## src/rtl/psp_pkg.sv

```systemverilog
// Package for the printf specifier parser.
// Holds the character constants and the result record type.
// No dependencies.
package psp_pkg;

    localparam logic [7:0] CH_NUL     = 8'h00;
    localparam logic [7:0] CH_PERCENT = 8'h25;
    localparam logic [7:0] CH_PLUS    = 8'h2B;
    localparam logic [7:0] CH_DOT     = 8'h2E;
    localparam logic [7:0] CH_ZERO    = 8'h30;
    localparam logic [7:0] CH_NINE    = 8'h39;

    localparam int OUT_BITS = 16;

    typedef struct packed {
        logic [OUT_BITS-1:0] text_length;
        logic [7:0]          spec_type;
        logic [OUT_BITS-1:0] field_width;
        logic [OUT_BITS-1:0] precision;
        logic                force_sign;
        logic                zero_pad;
    } psp_rec_t;

endpackage

```

## src/rtl/psp_digit_acc.sv

```systemverilog
// Saturating decimal accumulator: acc * 10 + digit, clipped to all ones.
// Shift-add form, no multiplier. No dependencies.
module psp_digit_acc #(
    parameter int COUNT_BITS = 16
) (
    input  logic [COUNT_BITS-1:0] acc_in,
    input  logic [3:0]            digit,
    output logic [COUNT_BITS-1:0] acc_out
);

    localparam int SUM_W = COUNT_BITS + 4;

    logic [SUM_W-1:0] sum;

    assign sum = {1'b0, acc_in, 3'b000}
               + {3'b000, acc_in, 1'b0}
               + {{COUNT_BITS{1'b0}}, digit};

    assign acc_out = (|sum[SUM_W-1:COUNT_BITS]) ? {COUNT_BITS{1'b1}}
                                                : sum[COUNT_BITS-1:0];

endmodule

```

## src/rtl/psp_step.sv

```systemverilog
// Parse engine: phase register, counters and flags, per-character update.
// Depends on psp_pkg and psp_digit_acc.
module psp_step #(
    parameter int COUNT_BITS = 16
) (
    input  logic              clk,
    input  logic              rst_n,
    input  logic              fire,
    input  logic [7:0]        char_code,
    output logic              emit,
    output psp_pkg::psp_rec_t rec
);

    localparam logic [2:0] PH_SCAN  = 3'd0;
    localparam logic [2:0] PH_PCT   = 3'd1;
    localparam logic [2:0] PH_FIRST = 3'd2;
    localparam logic [2:0] PH_WIDTH = 3'd3;
    localparam logic [2:0] PH_PREC  = 3'd4;
    localparam int EXT_W = COUNT_BITS + psp_pkg::OUT_BITS;

    logic [2:0]            phase_reg, phase_next;
    logic [COUNT_BITS-1:0] text_count_reg, text_count_next;
    logic [COUNT_BITS-1:0] width_reg, width_next;
    logic [COUNT_BITS-1:0] prec_reg, prec_next;
    logic                  sign_flag_reg, sign_flag_next;
    logic                  zero_flag_reg, zero_flag_next;

    logic [COUNT_BITS-1:0] width_acc;
    logic [COUNT_BITS-1:0] prec_acc;
    logic [3:0]            digit;
    logic                  is_digit;
    logic                  zero_upd;
    logic [7:0]            type_code;
    logic [EXT_W-1:0]      text_ext;
    logic [EXT_W-1:0]      width_ext;
    logic [EXT_W-1:0]      prec_ext;

    assign digit    = 4'(char_code - psp_pkg::CH_ZERO);
    assign is_digit = (char_code >= psp_pkg::CH_ZERO) && (char_code <= psp_pkg::CH_NINE);

    psp_digit_acc #(.COUNT_BITS(COUNT_BITS)) u_width_acc (
        .acc_in  (width_reg),
        .digit   (digit),
        .acc_out (width_acc)
    );

    psp_digit_acc #(.COUNT_BITS(COUNT_BITS)) u_prec_acc (
        .acc_in  (prec_reg),
        .digit   (digit),
        .acc_out (prec_acc)
    );

    always_comb
    begin
        phase_next      = phase_reg;
        text_count_next = text_count_reg;
        width_next      = width_reg;
        prec_next       = prec_reg;
        sign_flag_next  = sign_flag_reg;
        zero_flag_next  = zero_flag_reg;
        zero_upd        = zero_flag_reg;
        emit            = 1'b0;
        type_code       = char_code;
        unique case (phase_reg)
            PH_SCAN:
            begin
                if (char_code == psp_pkg::CH_NUL)
                begin
                    emit = 1'b1;
                end
                else if (char_code == psp_pkg::CH_PERCENT)
                begin
                    phase_next = PH_PCT;
                end
                else if (!(&text_count_reg))
                begin
                    text_count_next = text_count_reg + COUNT_BITS'(1);
                end
            end
            PH_PCT, PH_FIRST, PH_WIDTH:
            begin
                if (phase_reg == PH_PCT && char_code == psp_pkg::CH_PLUS)
                begin
                    sign_flag_next = 1'b1;
                    phase_next     = PH_FIRST;
                end
                else
                begin
                    if (phase_reg != PH_WIDTH)
                    begin
                        zero_upd       = (char_code == psp_pkg::CH_ZERO);
                        zero_flag_next = zero_upd;
                        phase_next     = PH_WIDTH;
                    end
                    if (is_digit)
                    begin
                        width_next = width_acc;
                    end
                    else if (char_code == psp_pkg::CH_DOT)
                    begin
                        phase_next = PH_PREC;
                    end
                    else
                    begin
                        emit = 1'b1;
                    end
                end
            end
            PH_PREC:
            begin
                if (is_digit)
                begin
                    prec_next = prec_acc;
                end
                else
                begin
                    emit = 1'b1;
                end
            end
            default:
            begin
                phase_next      = PH_SCAN;
                text_count_next = '0;
                width_next      = '0;
                prec_next       = '0;
                sign_flag_next  = 1'b0;
                zero_flag_next  = 1'b0;
            end
        endcase
        if (emit)
        begin
            phase_next      = PH_SCAN;
            text_count_next = '0;
            width_next      = '0;
            prec_next       = '0;
            sign_flag_next  = 1'b0;
            zero_flag_next  = 1'b0;
        end
    end

    // clip counts to the 16-bit result fields
    assign text_ext  = {{psp_pkg::OUT_BITS{1'b0}}, text_count_reg};
    assign width_ext = {{psp_pkg::OUT_BITS{1'b0}}, width_reg};
    assign prec_ext  = {{psp_pkg::OUT_BITS{1'b0}}, prec_reg};

    always_comb
    begin
        rec.text_length = (|text_ext[EXT_W-1:psp_pkg::OUT_BITS]) ? '1
                        : text_ext[psp_pkg::OUT_BITS-1:0];
        rec.field_width = (|width_ext[EXT_W-1:psp_pkg::OUT_BITS]) ? '1
                        : width_ext[psp_pkg::OUT_BITS-1:0];
        rec.precision   = (|prec_ext[EXT_W-1:psp_pkg::OUT_BITS]) ? '1
                        : prec_ext[psp_pkg::OUT_BITS-1:0];
        rec.spec_type   = (phase_reg == PH_SCAN) ? psp_pkg::CH_NUL : type_code;
        rec.force_sign  = sign_flag_reg;
        rec.zero_pad    = zero_upd;
    end

    always_ff @(posedge clk or negedge rst_n)
    begin
        if (!rst_n)
        begin
            phase_reg      <= PH_SCAN;
            text_count_reg <= '0;
            width_reg      <= '0;
            prec_reg       <= '0;
            sign_flag_reg  <= 1'b0;
            zero_flag_reg  <= 1'b0;
        end
        else if (fire)
        begin
            phase_reg      <= phase_next;
            text_count_reg <= text_count_next;
            width_reg      <= width_next;
            prec_reg       <= prec_next;
            sign_flag_reg  <= sign_flag_next;
            zero_flag_reg  <= zero_flag_next;
        end
    end

`ifndef SYNTH
    a_emit_clears: assert property (@(posedge clk) disable iff (!rst_n)
        fire && emit |=> phase_reg == PH_SCAN && text_count_reg == '0)
        else $error("engine not cleared after record");

    a_scan_clean: assert property (@(posedge clk) disable iff (!rst_n)
        phase_reg == PH_SCAN |-> !sign_flag_reg && width_reg == '0 && prec_reg == '0)
        else $error("specifier fields set while scanning text");

    a_sign_entry: assert property (@(posedge clk) disable iff (!rst_n)
        $rose(sign_flag_reg) |-> phase_reg == PH_FIRST)
        else $error("sign flag set outside the plus position");
`endif

endmodule

```

## src/rtl/printf_spec_parser.sv

```systemverilog
// Top level of the printf specifier parser: input register, parse engine,
// result register. Depends on psp_pkg and psp_step.
//
//  channel | valid      | stall      | payload
//  --------+------------+------------+------------------------------------------
//  input   | char_valid | char_stall | char_code
//  result  | spec_valid | spec_stall | text_length spec_type field_width
//          |            |            | precision force_sign zero_pad
//
// One character per cycle unless stalled; a record passes the input and result
// registers in turn. The engine update (compare, times-ten add) sets the rate.
// rst_n clears the phase, counts, flags and both valid registers at once.
// A stalled record holds; characters that give no record keep flowing, and
// one that gives a record waits only while the result register is held.
module printf_spec_parser #(
    parameter int COUNT_BITS = 16
) (
    input  logic        clk,
    input  logic        rst_n,
    input  logic        char_valid,
    output logic        char_stall,
    input  logic [7:0]  char_code,
    output logic        spec_valid,
    input  logic        spec_stall,
    output logic [15:0] text_length,
    output logic [7:0]  spec_type,
    output logic [15:0] field_width,
    output logic [15:0] precision,
    output logic        force_sign,
    output logic        zero_pad
);

    logic              char_valid_reg;
    logic [7:0]        char_reg;
    logic              spec_valid_reg, spec_valid_next;
    psp_pkg::psp_rec_t rec_reg;
    psp_pkg::psp_rec_t rec;
    logic              step_fire;
    logic              step_emit;
    logic              slot_free;

    psp_step #(.COUNT_BITS(COUNT_BITS)) u_step (
        .clk       (clk),
        .rst_n     (rst_n),
        .fire      (step_fire),
        .char_code (char_reg),
        .emit      (step_emit),
        .rec       (rec)
    );

    assign slot_free  = !spec_valid_reg || !spec_stall;
    assign step_fire  = char_valid_reg && (!step_emit || slot_free);
    assign char_stall = char_valid_reg && !step_fire;

    always_ff @(posedge clk or negedge rst_n)
    begin
        if (!rst_n)
        begin
            char_valid_reg <= 1'b0;
        end
        else if (!char_stall)
        begin
            char_valid_reg <= char_valid;
        end
    end

    always_ff @(posedge clk)
    begin
        if (char_valid && !char_stall)
        begin
            char_reg <= char_code;
        end
    end

    always_comb
    begin
        spec_valid_next = spec_valid_reg;
        if (step_fire && step_emit)
        begin
            spec_valid_next = 1'b1;
        end
        else if (!spec_stall)
        begin
            spec_valid_next = 1'b0;
        end
    end

    always_ff @(posedge clk or negedge rst_n)
    begin
        if (!rst_n)
        begin
            spec_valid_reg <= 1'b0;
        end
        else
        begin
            spec_valid_reg <= spec_valid_next;
        end
    end

    always_ff @(posedge clk)
    begin
        if (step_fire && step_emit)
        begin
            rec_reg <= rec;
        end
    end

    assign spec_valid  = spec_valid_reg;
    assign text_length = rec_reg.text_length;
    assign spec_type   = rec_reg.spec_type;
    assign field_width = rec_reg.field_width;
    assign precision   = rec_reg.precision;
    assign force_sign  = rec_reg.force_sign;
    assign zero_pad    = rec_reg.zero_pad;

`ifndef SYNTH
    a_no_overwrite: assert property (@(posedge clk) disable iff (!rst_n)
        spec_valid_reg && spec_stall |-> !(step_fire && step_emit))
        else $error("held record overwritten");

    a_emit_shows: assert property (@(posedge clk) disable iff (!rst_n)
        step_fire && step_emit |=> spec_valid)
        else $error("record lost after emit");

    a_stall_held: assert property (@(posedge clk) disable iff (!rst_n)
        char_stall |-> char_valid_reg && step_emit && spec_valid_reg)
        else $error("input stalled without a pending record");
`endif

endmodule
```

## config.mk

```make
export PLATFORM = sky130hd
export DESIGN_NAME = printf_spec_parser
export DESIGN_NICKNAME = d
export VERILOG_FILES = /design/src/rtl/psp_pkg.sv /design/src/rtl/psp_digit_acc.sv /design/src/rtl/psp_step.sv /design/src/rtl/printf_spec_parser.sv
export SDC_FILE = /design/constraint.sdc
export NUM_CORES = 1
export LEC_CHECK = 0
export BUFFER_PORTS_ARGS = -buffer_cell sky130_fd_sc_hd__buf_4
export CAP_MARGIN = 20
export CORE_UTILIZATION = 54
export DETAILED_ROUTE_END_ITERATION = 7
export PLACE_DENSITY_LB_ADDON = 0.1
export SYNTH_ARGS = -nofsm -noshare
export SYNTH_HDL_FRONTEND = slang
export SYNTH_SLANG_ARGS = --single-unit
```

## constraint.sdc

```tcl
create_clock -name clk -period 4.7 [get_ports clk]
set_input_delay 1.175 -clock clk [delete_from_list [all_inputs] [get_ports clk]]
set_output_delay 1.175 -clock clk [all_outputs]
set_load 0.005 [all_outputs]
```

==> results of run 1 <==
[kinds of logic (layout without fill, tap and decap cells)]
kind of cell,after synthesis,in the layout,share of synthesized area
mux,2,2,0.00291
xor+xnor,21,21,0.0267
fa+ha+maj,67,67,0.126
simple gates,178,178,0.139
flops,121,121,0.488
compound gates,192,192,0.193
buf+inv,38,124,0.0238
[metal layers]
layer | GRT usage | vias to the layer above | routed length, µm
li1 | - | 2538 | -
met1 | 0.337 | 2534 | 7180
met2 | 0.379 | 156 | 6940
met3 | 0.0543 | 31 | 699
met4 | 0.122 | 0 | 317
met5 | 0 | - | 0
[critical path: cells and delay by family (launching register included)]
family                 cells  cell delay (ns)
AO/OA/AOI/OAI              1             0.41
buffers and inverters      1             0.15
flip-flops                 1             0.42
AND/OR/NAND/NOR            5             1.34
[final cells by class]
class | instances | area share
inverter | 17 | 0.00789
timing repair buffer | 75 | 0.0712
clock buffer | 19 | 0.0548
sequential | 121 | 0.415
multi-input combinational | 460 | 0.417
clock inverter | 13 | 0.00774
tap | 168 | 0.0260
[power breakdown]
part | internal (mW) | switching (mW) | total (mW)
sequential | 1.35 | 0.0861 | 1.43
clock | 0.668 | 0.448 | 1.12
combinational | 0.299 | 0.443 | 0.743
[metrics by stage]
stage / area, µm² / power (mW) / utilization
2_1_floorplan: 6880 / 1.86 / -
3_3_place_gp: 7580 / 2.19 / 0.621
3_5_place_dp: 7580 / 2.20 / 0.621
4_1_cts: 8090 / 3.33 / 0.662
5_1_grt: 8090 / 3.46 / 0.662
6_report: 8090 / 3.29 / 0.662
[synth_stat cells (3+ instances only)]
cell type                   count
sky130_fd_sc_hd__nand3_1       23
sky130_fd_sc_hd__and4_1         3
sky130_fd_sc_hd__xor2_1         6
sky130_fd_sc_hd__clkbuf_1      14
sky130_fd_sc_hd__a221o_1       15
sky130_fd_sc_hd__nor2_1        33
sky130_fd_sc_hd__ha_1          63
sky130_fd_sc_hd__nand2b_1       5
sky130_fd_sc_hd__a211oi_1       4
sky130_fd_sc_hd__or3_1          7
sky130_fd_sc_hd__o31ai_1        9
sky130_fd_sc_hd__nand2_1       36
sky130_fd_sc_hd__xnor2_1       15
sky130_fd_sc_hd__dfrtp_1       55
sky130_fd_sc_hd__a31oi_1        7
sky130_fd_sc_hd__fa_1           4
sky130_fd_sc_hd__o21a_1         5
sky130_fd_sc_hd__or2_2          7
sky130_fd_sc_hd__nand4_1        7
sky130_fd_sc_hd__and2_1         8
sky130_fd_sc_hd__or4_1         10
sky130_fd_sc_hd__inv_1         17
sky130_fd_sc_hd__o31a_1         3
sky130_fd_sc_hd__nor3_1         6
sky130_fd_sc_hd__and3_1         8
sky130_fd_sc_hd__a21o_1         7
sky130_fd_sc_hd__nor2b_1       15
sky130_fd_sc_hd__edfxtp_1      66
sky130_fd_sc_hd__a21oi_1       49
sky130_fd_sc_hd__o2111ai_1      3
sky130_fd_sc_hd__o211ai_1       4
sky130_fd_sc_hd__buf_2          5
sky130_fd_sc_hd__a22oi_1       12
sky130_fd_sc_hd__o21ai_0       46
[worst max path at each step]
stage | end | slack [ns] | cells after the start | from
after CTS | char_stall | 0.75 | 7 | char_reg[7]
after detailed placement | u_step.prec_reg[12] | 1.15 | 9 | char_reg[3]
after global placement | char_stall | 1.25 | 7 | char_reg[7]
final | char_stall | 0.79 | 7 | char_reg[7]
after global routing | char_stall | 0.58 | 7 | char_reg[7]
after floorplan | field_width[0] | 0.08 | 8 | char_reg[0]
==> impl_metrics.prom, run 1 <==
# TYPE chip_impl_metric gauge
chip_impl_info{name="result_of_the_run",value="complete, no violations"} 1
chip_impl_info{name="yosys_most_used_dff",value="sky130_fd_sc_hd__edfxtp_1"} 1
chip_impl_metric{name="post-dp-hpwl",unit="µm"} 10500
chip_impl_metric{name="die_area",unit="µm²"} 13200
chip_impl_metric{name="cts_setup_buffers",unit=""} 0
chip_impl_metric{name="synth_cell_types",unit=""} 65
chip_impl_metric{name="placementRows",unit=""} 40
chip_impl_info{name="cp_cell_sequence",value="nor4b_2 > nand3_1 > o211ai_1 > and2_1 > nor2_1 > and3_1 > buf_4"} 1
chip_impl_metric{name="portBuffers",unit=""} 71
chip_impl_metric{name="worst_hold_path_stage_count",unit=""} 0
chip_impl_info{name="cp_slowest_cell",value="sky130_fd_sc_hd__edfxtp_1"} 1
chip_impl_metric{name="drt-pass1-iter-count",unit=""} 6
chip_impl_info{name="holdCritPathClass",value="reg2reg"} 1
chip_impl_metric{name="syn-cell-area",unit="µm²"} 6880
chip_impl_metric{name="finalSetupViolCount",unit=""} 0
chip_impl_metric{name="globalRouteOverflowTotal",unit=""} 0
chip_impl_info{name="synth.largest_area_cell",value="sky130_fd_sc_hd__edfxtp_1"} 1
chip_impl_metric{name="drt-initial-drc-count",unit=""} 366
chip_impl_metric{name="grt_pass1_vias",unit=""} 5033
chip_impl_metric{name="cts_max_path_buffers",unit=""} 2
chip_impl_metric{name="cts_resized",unit=""} 0
chip_impl_metric{name="slew_headroom",unit=""} 0.326
chip_impl_metric{name="whs",unit="ns"} 0.447
chip_impl_info{name="layout.cells.most_common",value="sky130_fd_sc_hd__buf_4"} 1
chip_impl_metric{name="layout.nets",unit=""} 771
chip_impl_metric{name="synthCells",unit=""} 619
chip_impl_metric{name="grt_pass1_wl",unit="µm"} 25000
chip_impl_metric{name="chip_width",unit="µm"} 115
chip_impl_metric{name="worstMarginPinSlew",unit="ns"} 1.01
chip_impl_metric{name="syn_to_final_growth",unit="%"} 17.5
chip_impl_metric{name="routabilityCongestion",unit=""} 0.907
chip_impl_metric{name="worst_vdd_rail_ir_drop",unit="V"} 0.000249
chip_impl_info{name="timing.critical_path.from_type",value="flop"} 1
chip_impl_metric{name="ios",unit=""} 72
chip_impl_info{name="timing.rr.start",value="char_reg[3]"} 1
chip_impl_metric{name="power_per_cell_area",unit="nW/µm²"} 407
chip_impl_info{name="most-common-layout-cells",value="74 x sky130_fd_sc_hd__buf_4, 66 x sky130_fd_sc_hd__edfxtp_1, 63 x sky130_fd_sc_hd__ha_1"} 1
chip_impl_info{name="cts-root-buf",value="sky130_fd_sc_hd__clkbuf_16"} 1
chip_impl_metric{name="timing.reg2reg.worst_path_depth",unit=""} 9
chip_impl_info{name="rr_endpoint",value="u_step.prec_reg[12]"} 1
chip_impl_info{name="hold_path_end",value="force_sign"} 1
chip_impl_metric{name="maxClockFrequency",unit="GHz"} 0.256
chip_impl_metric{name="maxCapViolations",unit=""} 0
chip_impl_metric{name="final_cell_count_no_fill",unit=""} 873
chip_impl_metric{name="tritoncts_sink_count",unit=""} 121
chip_impl_info{name="setup.worst_path.class",value="reg2out"} 1
chip_impl_metric{name="drt-vias-per-instance",unit=""} 6.02
chip_impl_metric{name="num-fill-cells",unit=""} 972
chip_impl_metric{name="drt-total-wl",unit="µm"} 15100
chip_impl_metric{name="crit_path_max_incr_delay",unit="ns"} 0.42
chip_impl_metric{name="syn_area_per_cell",unit="µm²"} 11.1
chip_impl_metric{name="dp.cells",unit=""} 841
chip_impl_metric{name="maximum_number_of_pins_on_one_net_before_global_route_repair",unit=""} 56
chip_impl_metric{name="worst_setup_hold_path_clk_slew",unit="ns"} 0.05
chip_impl_metric{name="routed_wire_length_per_instance",unit="µm"} 17.3
chip_impl_metric{name="postLayoutSetupSlackWorst",unit="ns"} 0.789
chip_impl_metric{name="synthesis.nets",unit=""} 698
chip_impl_metric{name="holdBufCountCts",unit=""} 0
chip_impl_metric{name="antenna_left",unit=""} 0
chip_impl_metric{name="worst-r2r-setup-slack",unit="ns"} 1.12
chip_impl_metric{name="area_share_of_the_largest_cell_type_after_synthesis",unit=""} 0.288
chip_impl_metric{name="multiInputGateArea",unit="µm²"} 3370
chip_impl_metric{name="final_layout_size_suffix_gt1_frac",unit=""} 0.173
chip_impl_metric{name="via_count",unit=""} 5259
chip_impl_metric{name="synth_seq_area_share",unit=""} 0.488
chip_impl_metric{name="yosysWarnings",unit=""} 0
chip_impl_metric{name="tritoncts_buffers",unit=""} 17
chip_impl_info{name="cts_tree",value="yes"} 1
chip_impl_metric{name="clock_latency",unit="ns"} 0.42
chip_impl_metric{name="synth_enable_flop_cells",unit=""} 66
chip_impl_metric{name="final_hold_viol_count",unit=""} 0
chip_impl_metric{name="floorplan.die.height",unit="µm"} 115
chip_impl_metric{name="critical_path_required",unit="ns"} 3.52
chip_impl_metric{name="leakagePower",unit="nW"} 3.58
chip_impl_metric{name="antenna_found_initial",unit=""} 0
chip_impl_metric{name="maxSlewViolCount",unit=""} 0
chip_impl_metric{name="period_share",unit=""} 0.832
chip_impl_metric{name="ff_latch_count_synth",unit=""} 121
chip_impl_info{name="hp-start",value="u_step.sign_flag_reg"} 1
chip_impl_info{name="rsz0062_at_grt",value="false"} 1
chip_impl_metric{name="floorplan.core_area",unit="µm²"} 12200
chip_impl_info{name="critical_path_endpoint_category",value="output pin"} 1
chip_impl_metric{name="async_flop_share",unit=""} 0.455
chip_impl_metric{name="drc",unit=""} 0
chip_impl_metric{name="crit_fanout",unit=""} 8
chip_impl_metric{name="cts.htree.levels",unit=""} 4
chip_impl_metric{name="insertedDiodeCount",unit=""} 0
chip_impl_metric{name="placement.setup.worst_slack",unit="ns"} 1.15
chip_impl_metric{name="post-route-min-period",unit="ns"} 3.91
chip_impl_metric{name="track_usage",unit=""} 0.248
chip_impl_metric{name="maximum_clock_skew_at_final_layout",unit="ns"} 0.00811
chip_impl_metric{name="finalSetupTns",unit="ns"} 0
chip_impl_metric{name="initial_utilization",unit=""} 0.564
chip_impl_metric{name="arrival_time_of_the_worst_setup_path",unit="ns"} 2.74
chip_impl_metric{name="ff_latch_area",unit="µm²"} 3360
chip_impl_info{name="synthTopCellsByArea",value="sky130_fd_sc_hd__edfxtp_1 29%, sky130_fd_sc_hd__dfrtp_1 20%, sky130_fd_sc_hd__ha_1 11%"} 1
(Power assumes the default switching activity.)
==> run 2: changes to the inputs <==
Clock period 4.7 ns to 3.3 ns, I/O delays scaled along.
==> run 2 against run 1 <==
Power up 50%. Combinational power increased by 56%. Utilization rose by 3.1 points. Hold slack improved by 0.011 ns. Routed wire length rose by 4.2%. Clock-buffer cell count grew 3. Critical path type is now reg2reg. Largest cell class unchanged.
==> impl_metrics.prom, run 2 (synthesis gave the netlist of run 1 again) <==
# TYPE chip_impl_metric gauge
chip_impl_metric{name="netSwitchingFraction",unit=""} 0.286
chip_impl_metric{name="postLayoutSetupSlackWorst",unit="ns"} 0.0386
chip_impl_metric{name="maximum_clock_skew_at_final_layout",unit="ns"} 0.00820
chip_impl_metric{name="whs",unit="ns"} 0.459
chip_impl_info{name="rsz0062_at_grt",value="true"} 1
chip_impl_info{name="timing.critical_path.from_type",value="flop"} 1
chip_impl_metric{name="maxSlewViolCount",unit=""} 0
chip_impl_info{name="layout.cells.most_common",value="sky130_fd_sc_hd__buf_4"} 1
chip_impl_metric{name="portBuffers",unit=""} 71
chip_impl_metric{name="leakagePower",unit="nW"} 3.74
chip_impl_metric{name="globalRouteOverflowTotal",unit=""} 0
chip_impl_metric{name="placement.setup.worst_slack",unit="ns"} -0.148
chip_impl_metric{name="power.combinational.fraction",unit=""} 0.235
chip_impl_metric{name="arrival_time_of_the_worst_setup_path",unit="ns"} 3.55
chip_impl_metric{name="drt-initial-drc-count",unit=""} 364
chip_impl_info{name="setup.worst_path.class",value="reg2reg"} 1
chip_impl_metric{name="final_hold_viol_count",unit=""} 0
chip_impl_metric{name="syn_to_final_growth",unit="%"} 22.9
chip_impl_metric{name="floorplan.core_area",unit="µm²"} 12200
chip_impl_metric{name="antenna_left",unit=""} 0
chip_impl_info{name="holdCritPathClass",value="in2async"} 1
chip_impl_info{name="result_of_the_run",value="complete, no violations"} 1
chip_impl_info{name="cp_cell_sequence",value="fa_2 > inv_2 > fa_2 > nor2b_2 > o31a_1 > o31a_1 > or4b_4 > o211ai_2 > a41oi_4 > buf_6 > a221o_1"} 1
chip_impl_metric{name="layout.nets",unit=""} 797
chip_impl_info{name="most-common-layout-cells",value="97 x sky130_fd_sc_hd__buf_4, 66 x sky130_fd_sc_hd__edfxtp_1, 61 x sky130_fd_sc_hd__ha_1"} 1
chip_impl_metric{name="post-dp-hpwl",unit="µm"} 10700
chip_impl_metric{name="slew_headroom",unit=""} 0.352
chip_impl_metric{name="via_count",unit=""} 5462
chip_impl_metric{name="insertedDiodeCount",unit=""} 0
chip_impl_metric{name="worstMarginPinSlew",unit="ns"} 0.970
chip_impl_info{name="cts_tree",value="yes"} 1
chip_impl_metric{name="sequentialPowerShare",unit=""} 0.413
chip_impl_metric{name="critical_path_required",unit="ns"} 3.59
chip_impl_metric{name="use_met2",unit=""} 0.378
chip_impl_metric{name="crit_path_max_incr_delay",unit="ns"} 0.53
chip_impl_metric{name="maximum_number_of_pins_on_one_net_before_global_route_repair",unit=""} 56
chip_impl_info{name="critical_path_endpoint_category",value="flop"} 1
chip_impl_metric{name="postLayoutCoreUtil",unit=""} 0.693
chip_impl_metric{name="met3_usage",unit=""} 0.0606
chip_impl_metric{name="power_per_cell_area",unit="nW/µm²"} 582
chip_impl_metric{name="routabilityCongestion",unit=""} 0.920
chip_impl_metric{name="initial_utilization",unit=""} 0.564
chip_impl_metric{name="maxClockFrequency",unit="GHz"} 0.307
chip_impl_metric{name="tritoncts_buffers",unit=""} 17
chip_impl_metric{name="grt.met1_usage",unit=""} 0.354
chip_impl_metric{name="finalSetupViolCount",unit=""} 0
chip_impl_metric{name="routed_wire_length_per_instance",unit="µm"} 17.5
chip_impl_metric{name="maxCapViolations",unit=""} 0
chip_impl_metric{name="cts_max_path_buffers",unit=""} 2
chip_impl_metric{name="worst_vdd_rail_ir_drop",unit="V"} 0.000472
chip_impl_metric{name="post-route-min-period",unit="ns"} 3.26
chip_impl_metric{name="final_layout_size_suffix_gt1_frac",unit=""} 0.238
chip_impl_metric{name="drc",unit=""} 0
chip_impl_metric{name="ios",unit=""} 72
chip_impl_metric{name="crit_fanout",unit=""} 8
chip_impl_metric{name="total_net_switching_power",unit="mW"} 1.41
chip_impl_metric{name="antenna_found_initial",unit=""} 0
chip_impl_metric{name="drt-vias-per-instance",unit=""} 6.08
chip_impl_info{name="cts-root-buf",value="sky130_fd_sc_hd__clkbuf_16"} 1
chip_impl_metric{name="period_share",unit=""} 0.988
chip_impl_metric{name="grt_pass1_wl",unit="µm"} 25300
chip_impl_metric{name="chip_width",unit="µm"} 115
chip_impl_info{name="cp_slowest_cell",value="sky130_fd_sc_hd__or4b_4"} 1
chip_impl_metric{name="p_int",unit="mW"} 3.52
chip_impl_metric{name="drt-total-wl",unit="µm"} 15800
chip_impl_metric{name="floorplan.die.height",unit="µm"} 115
chip_impl_metric{name="tritoncts_sink_count",unit=""} 121
chip_impl_metric{name="worst_setup_hold_path_clk_slew",unit="ns"} 0.05
chip_impl_metric{name="drt-pass1-iter-count",unit=""} 5
chip_impl_metric{name="share_clk_of_total_power",unit=""} 0.352
chip_impl_metric{name="clock_latency",unit="ns"} 0.41
chip_impl_metric{name="die_area",unit="µm²"} 13200
chip_impl_metric{name="num-fill-cells",unit=""} 904
chip_impl_metric{name="cts.htree.levels",unit=""} 4
chip_impl_metric{name="track_usage",unit=""} 0.253
chip_impl_metric{name="holdBufCountCts",unit=""} 0
chip_impl_info{name="most_utilized_layer_in_the_global_route_result",value="met2"} 1
chip_impl_metric{name="grt_pass1_vias",unit=""} 5102
chip_impl_metric{name="placementRows",unit=""} 40
## run 2: cell type report
type	instances	area [µm²]	area share
Clock buffer	22	454	0.0537
Timing Repair Buffer	101	782	0.0924
Inverter	17	63.8	0.00754
Tap cell	168	210	0.0248
Multi-Input combinational cell	460	3490	0.412
Clock inverter	10	104	0.0123
Sequential cell	121	3360	0.397
## run 2: repair_timing
item | 4_1_cts | 5_1_grt
setup buffers | 4 | 1
gates resized for setup | 12 | 36
endpoints found under the setup margin | 17 | 33
gates cloned | 1 | 0
pin swaps | 5 | 12
## run 2: routing by layer
layer,up-vias,wire length [µm],part of all wire
met1,2655,7390,0.47
met3,26,886,0.056
met2,193,7220,0.46
met5,-,0,0
met4,0,277,0.018
li1,2588,-,-
## run 2: critical path: cells and delay by family, from the launching register on
family                   cells  cell delay (ns)
AND/OR/NAND/NOR              2             0.58
flip-flops                   1             0.45
buffers and inverters        2             0.24
adder cells (fa/ha/maj)      2             0.72
AO/OA/AOI/OAI                5             1.16
## run 2: per-stage QoR
stage	std cells	total power [mW]	TNS, ns	area [µm²]
after global placement	861	3.15	0	7730
after detailed placement	861	3.18	-2.09	7730
final	899	4.93	0	8460
after floorplan	619	2.64	0	6890
after global routing	899	5.16	-0.781	8460
after CTS	898	4.95	0	8360
## run 2: worst paths after layout
kind / startpoint / end / slack (ns) / cells after the start
worst max-delay path: char_reg[3] / u_step.prec_reg[2] / 0.04 / 11
worst min-delay path: rst_n / u_step.text_count_reg[6] / 0.46 / 1
worst max register to register: char_reg[3] / u_step.prec_reg[2] / 0.04 / 11
worst min register to register: u_step.sign_flag_reg / force_sign / 0.46 / 0
max in group asynchronous: rst_n / u_step.width_reg[10] / 2.33 / 1
min in group clk: u_step.sign_flag_reg / force_sign / 0.46 / 0
## run 2: power groups by stage
stage / combinational (mW) / clock, mW / sequential [mW]
after floorplan: 0.580 / 0 / 2.06
after global placement: 1.10 / 0 / 2.05
after detailed placement: 1.12 / 0 / 2.06
after CTS: 1.15 / 1.77 / 2.04
after global routing: 1.27 / 1.83 / 2.06
final: 1.16 / 1.74 / 2.03
==> run 3: changes to the inputs <==
Settings changed: CORE_UTILIZATION 54 to 55.
Clock period 3.3 ns to 3.45 ns, I/O delays scaled along.
==> run 3 against run 2 <==
Cell count fell by 1.1%. Critical path depth fell by 3. Critical endpoint is now char_stall. Via count fell by 1.5%. Flip-flop and latch count did not move. Clock-buffer cell count rose by 1. Worst setup slack improved by 0.055 ns. Largest power group unchanged.
==> impl_metrics.prom, run 3 (synthesis gave the netlist of run 1 again) <==
# TYPE chip_impl_metric gauge
chip_impl_info{name="result_of_the_run",value="complete, no violations"} 1
chip_impl_info{name="timing.critical_path.from_type",value="flop"} 1
chip_impl_info{name="critical_path_endpoint_category",value="output pin"} 1
chip_impl_metric{name="via_count",unit=""} 5381
chip_impl_metric{name="routabilityCongestion",unit=""} 0.917
chip_impl_info{name="cts-root-buf",value="sky130_fd_sc_hd__clkbuf_16"} 1
chip_impl_metric{name="drc",unit=""} 0
chip_impl_metric{name="cts.htree.levels",unit=""} 4
chip_impl_metric{name="grt.met1_usage",unit=""} 0.359
chip_impl_metric{name="leakagePower",unit="nW"} 3.70
chip_impl_metric{name="grt_pass1_wl",unit="µm"} 25600
chip_impl_metric{name="worstMarginPinSlew",unit="ns"} 0.980
chip_impl_metric{name="initial_utilization",unit=""} 0.568
chip_impl_metric{name="drt-pass1-iter-count",unit=""} 5
chip_impl_metric{name="track_usage",unit=""} 0.256
chip_impl_metric{name="worst_setup_hold_path_clk_slew",unit="ns"} 0.05
chip_impl_metric{name="floorplan.die.height",unit="µm"} 114
chip_impl_metric{name="syn_to_final_growth",unit="%"} 21.4
chip_impl_metric{name="maximum_clock_skew_at_final_layout",unit="ns"} 0.0135
chip_impl_metric{name="ios",unit=""} 72
chip_impl_info{name="layout.cells.most_common",value="sky130_fd_sc_hd__buf_4"} 1
chip_impl_info{name="cts_tree",value="yes"} 1
chip_impl_metric{name="finalSetupViolCount",unit=""} 0
chip_impl_metric{name="post-layout-total-power",unit="mW"} 4.86
chip_impl_info{name="cp_slowest_cell",value="sky130_fd_sc_hd__or4_4"} 1
chip_impl_metric{name="tritoncts_buffers",unit=""} 17
chip_impl_info{name="most_utilized_layer_in_the_global_route_result",value="met2"} 1
chip_impl_metric{name="routed_wire_length_per_instance",unit="µm"} 17.4
chip_impl_info{name="holdCritPathClass",value="reg2reg"} 1
chip_impl_metric{name="antenna_found_initial",unit=""} 0
chip_impl_metric{name="portBuffers",unit=""} 71
chip_impl_metric{name="crit_path_max_incr_delay",unit="ns"} 0.51
chip_impl_metric{name="critical_path_required",unit="ns"} 2.59
chip_impl_metric{name="cts_max_path_buffers",unit=""} 2
chip_impl_metric{name="layout.nets",unit=""} 787
chip_impl_metric{name="antenna_left",unit=""} 0
chip_impl_metric{name="post-route-cell-area",unit="µm²"} 8360
chip_impl_metric{name="maxClockFrequency",unit="GHz"} 0.298
chip_impl_metric{name="arrival_time_of_the_worst_setup_path",unit="ns"} 2.49
chip_impl_metric{name="clock_latency",unit="ns"} 0.42
chip_impl_metric{name="power_per_cell_area",unit="nW/µm²"} 581
chip_impl_metric{name="slew_headroom",unit=""} 0.344
chip_impl_metric{name="final_layout_size_suffix_gt1_frac",unit=""} 0.205
chip_impl_metric{name="maximum_number_of_pins_on_one_net_before_global_route_repair",unit=""} 56
chip_impl_metric{name="grt_pass1_vias",unit=""} 5212
chip_impl_info{name="path_common_cell",value="sky130_fd_sc_hd__buf_4"} 1
chip_impl_metric{name="use_met2",unit=""} 0.381
chip_impl_metric{name="maxSlewViolCount",unit=""} 0
chip_impl_metric{name="post-route-min-period",unit="ns"} 3.36
chip_impl_metric{name="die_area",unit="µm²"} 13000
chip_impl_info{name="most-common-layout-cells",value="90 x sky130_fd_sc_hd__buf_4, 66 x sky130_fd_sc_hd__edfxtp_1, 62 x sky130_fd_sc_hd__ha_1"} 1
chip_impl_metric{name="worst_vdd_rail_ir_drop",unit="V"} 0.000425
chip_impl_info{name="cp_cell_sequence",value="buf_4 > or4_4 > nor2_4 > a21oi_1 > and2_1 > nor2_2 > and3_4 > buf_4"} 1
chip_impl_metric{name="globalRouteOverflowTotal",unit=""} 0
chip_impl_info{name="setup.worst_path.class",value="reg2out"} 1
chip_impl_metric{name="chip_width",unit="µm"} 114
chip_impl_metric{name="tritoncts_sink_count",unit=""} 121
chip_impl_metric{name="met3_usage",unit=""} 0.0590
chip_impl_metric{name="crit_fanout",unit=""} 5
chip_impl_metric{name="insertedDiodeCount",unit=""} 0
chip_impl_metric{name="post-dp-hpwl",unit="µm"} 10300
chip_impl_metric{name="period_share",unit=""} 0.973
chip_impl_metric{name="final_hold_viol_count",unit=""} 0
chip_impl_metric{name="placed_cell_area",unit="µm²"} 7650
chip_impl_metric{name="maxCapViolations",unit=""} 0
chip_impl_metric{name="drt-total-wl",unit="µm"} 15500
chip_impl_info{name="rsz0062_at_grt",value="true"} 1
chip_impl_metric{name="drt-vias-per-instance",unit=""} 6.05
chip_impl_metric{name="drt-initial-drc-count",unit=""} 466
chip_impl_metric{name="floorplan.core_area",unit="µm²"} 12100
chip_impl_metric{name="placementRows",unit=""} 40
[run 3: through the flow]
stage / TNS, ns / worst slack (ns) / utilization / std cells / hold slack, ns
finish: 0 / 0.0940 / 0.690 / 889 / 0.454
global route: -0.0405 / -0.0260 / 0.690 / 889 / 0.472
CTS: 0 / 0.0302 / 0.685 / 887 / 0.454
global placement: 0 / 0.106 / 0.632 / 853 / 0.436
detailed placement: 0 / 0.0328 / 0.632 / 853 / 0.442
floorplan: 0 / 0.192 / - / 619 / 0.426
[run 3: repair_timing]
action | 4_1_cts | 5_1_grt
buffers inserted | 2 | 1
resized for setup | 0 | 16
setup endpoints to repair | 16 | 33
pin swaps | 1 | 6
gates cloned | 0 | 1
hold buffers | 0 | 0
[run 3: path summary, 6_finish.rpt]
| path | end | startpoint | slack, ns | cells past startpoint |
|---|---|---|---|---|
| min reg2reg | force_sign | u_step.sign_flag_reg | 0.45 | 0 |
| max in group asynchronous | u_step.prec_reg[13] | rst_n | 2.46 | 1 |
| max reg2reg | u_step.prec_reg[1] | char_reg[3] | 0.15 | 11 |
| max | char_stall | char_reg[3] | 0.09 | 8 |
| min | force_sign | u_step.sign_flag_reg | 0.45 | 0 |
| min in group asynchronous | u_step.text_count_reg[5] | rst_n | 0.50 | 1 |
[run 3: where the power goes]
part	leakage (nW)	total, mW	internal, mW	switching [mW]
clock	0.296	1.84	1.24	0.603
sequential	1.40	1.95	1.83	0.114
combinational	2.01	1.07	0.444	0.623
total	3.70	4.86	3.52	1.34
[run 3: critical path, delay by kind of cell (launching register included)]
| kind | cells | cell delay, ns |
|---|---|---|
| buf+inv | 2 | 0.31 |
| flops | 1 | 0.46 |
| simple gates | 5 | 1.22 |
| compound gates | 1 | 0.08 |
[run 3: final cells by class]
| cell class | instances | area [µm²] |
|---|---|---|
| Tap cell | 168 | 210 |
| Clock inverter | 9 | 145 |
| Fill cell | 920 | 3750 |
| Timing Repair Buffer | 91 | 696 |
| Clock buffer | 23 | 468 |
| Sequential cell | 121 | 3360 |
| Inverter | 17 | 63.8 |
| Multi-Input combinational cell | 460 | 3420 |
[run 3: per-layer routing]
metal / up-vias / part of all wire
met3: 26 / 0.056
met4: 0 / 0.019
met2: 192 / 0.46
met5: - / 0
met1: 2596 / 0.46
li1: 2567 / -
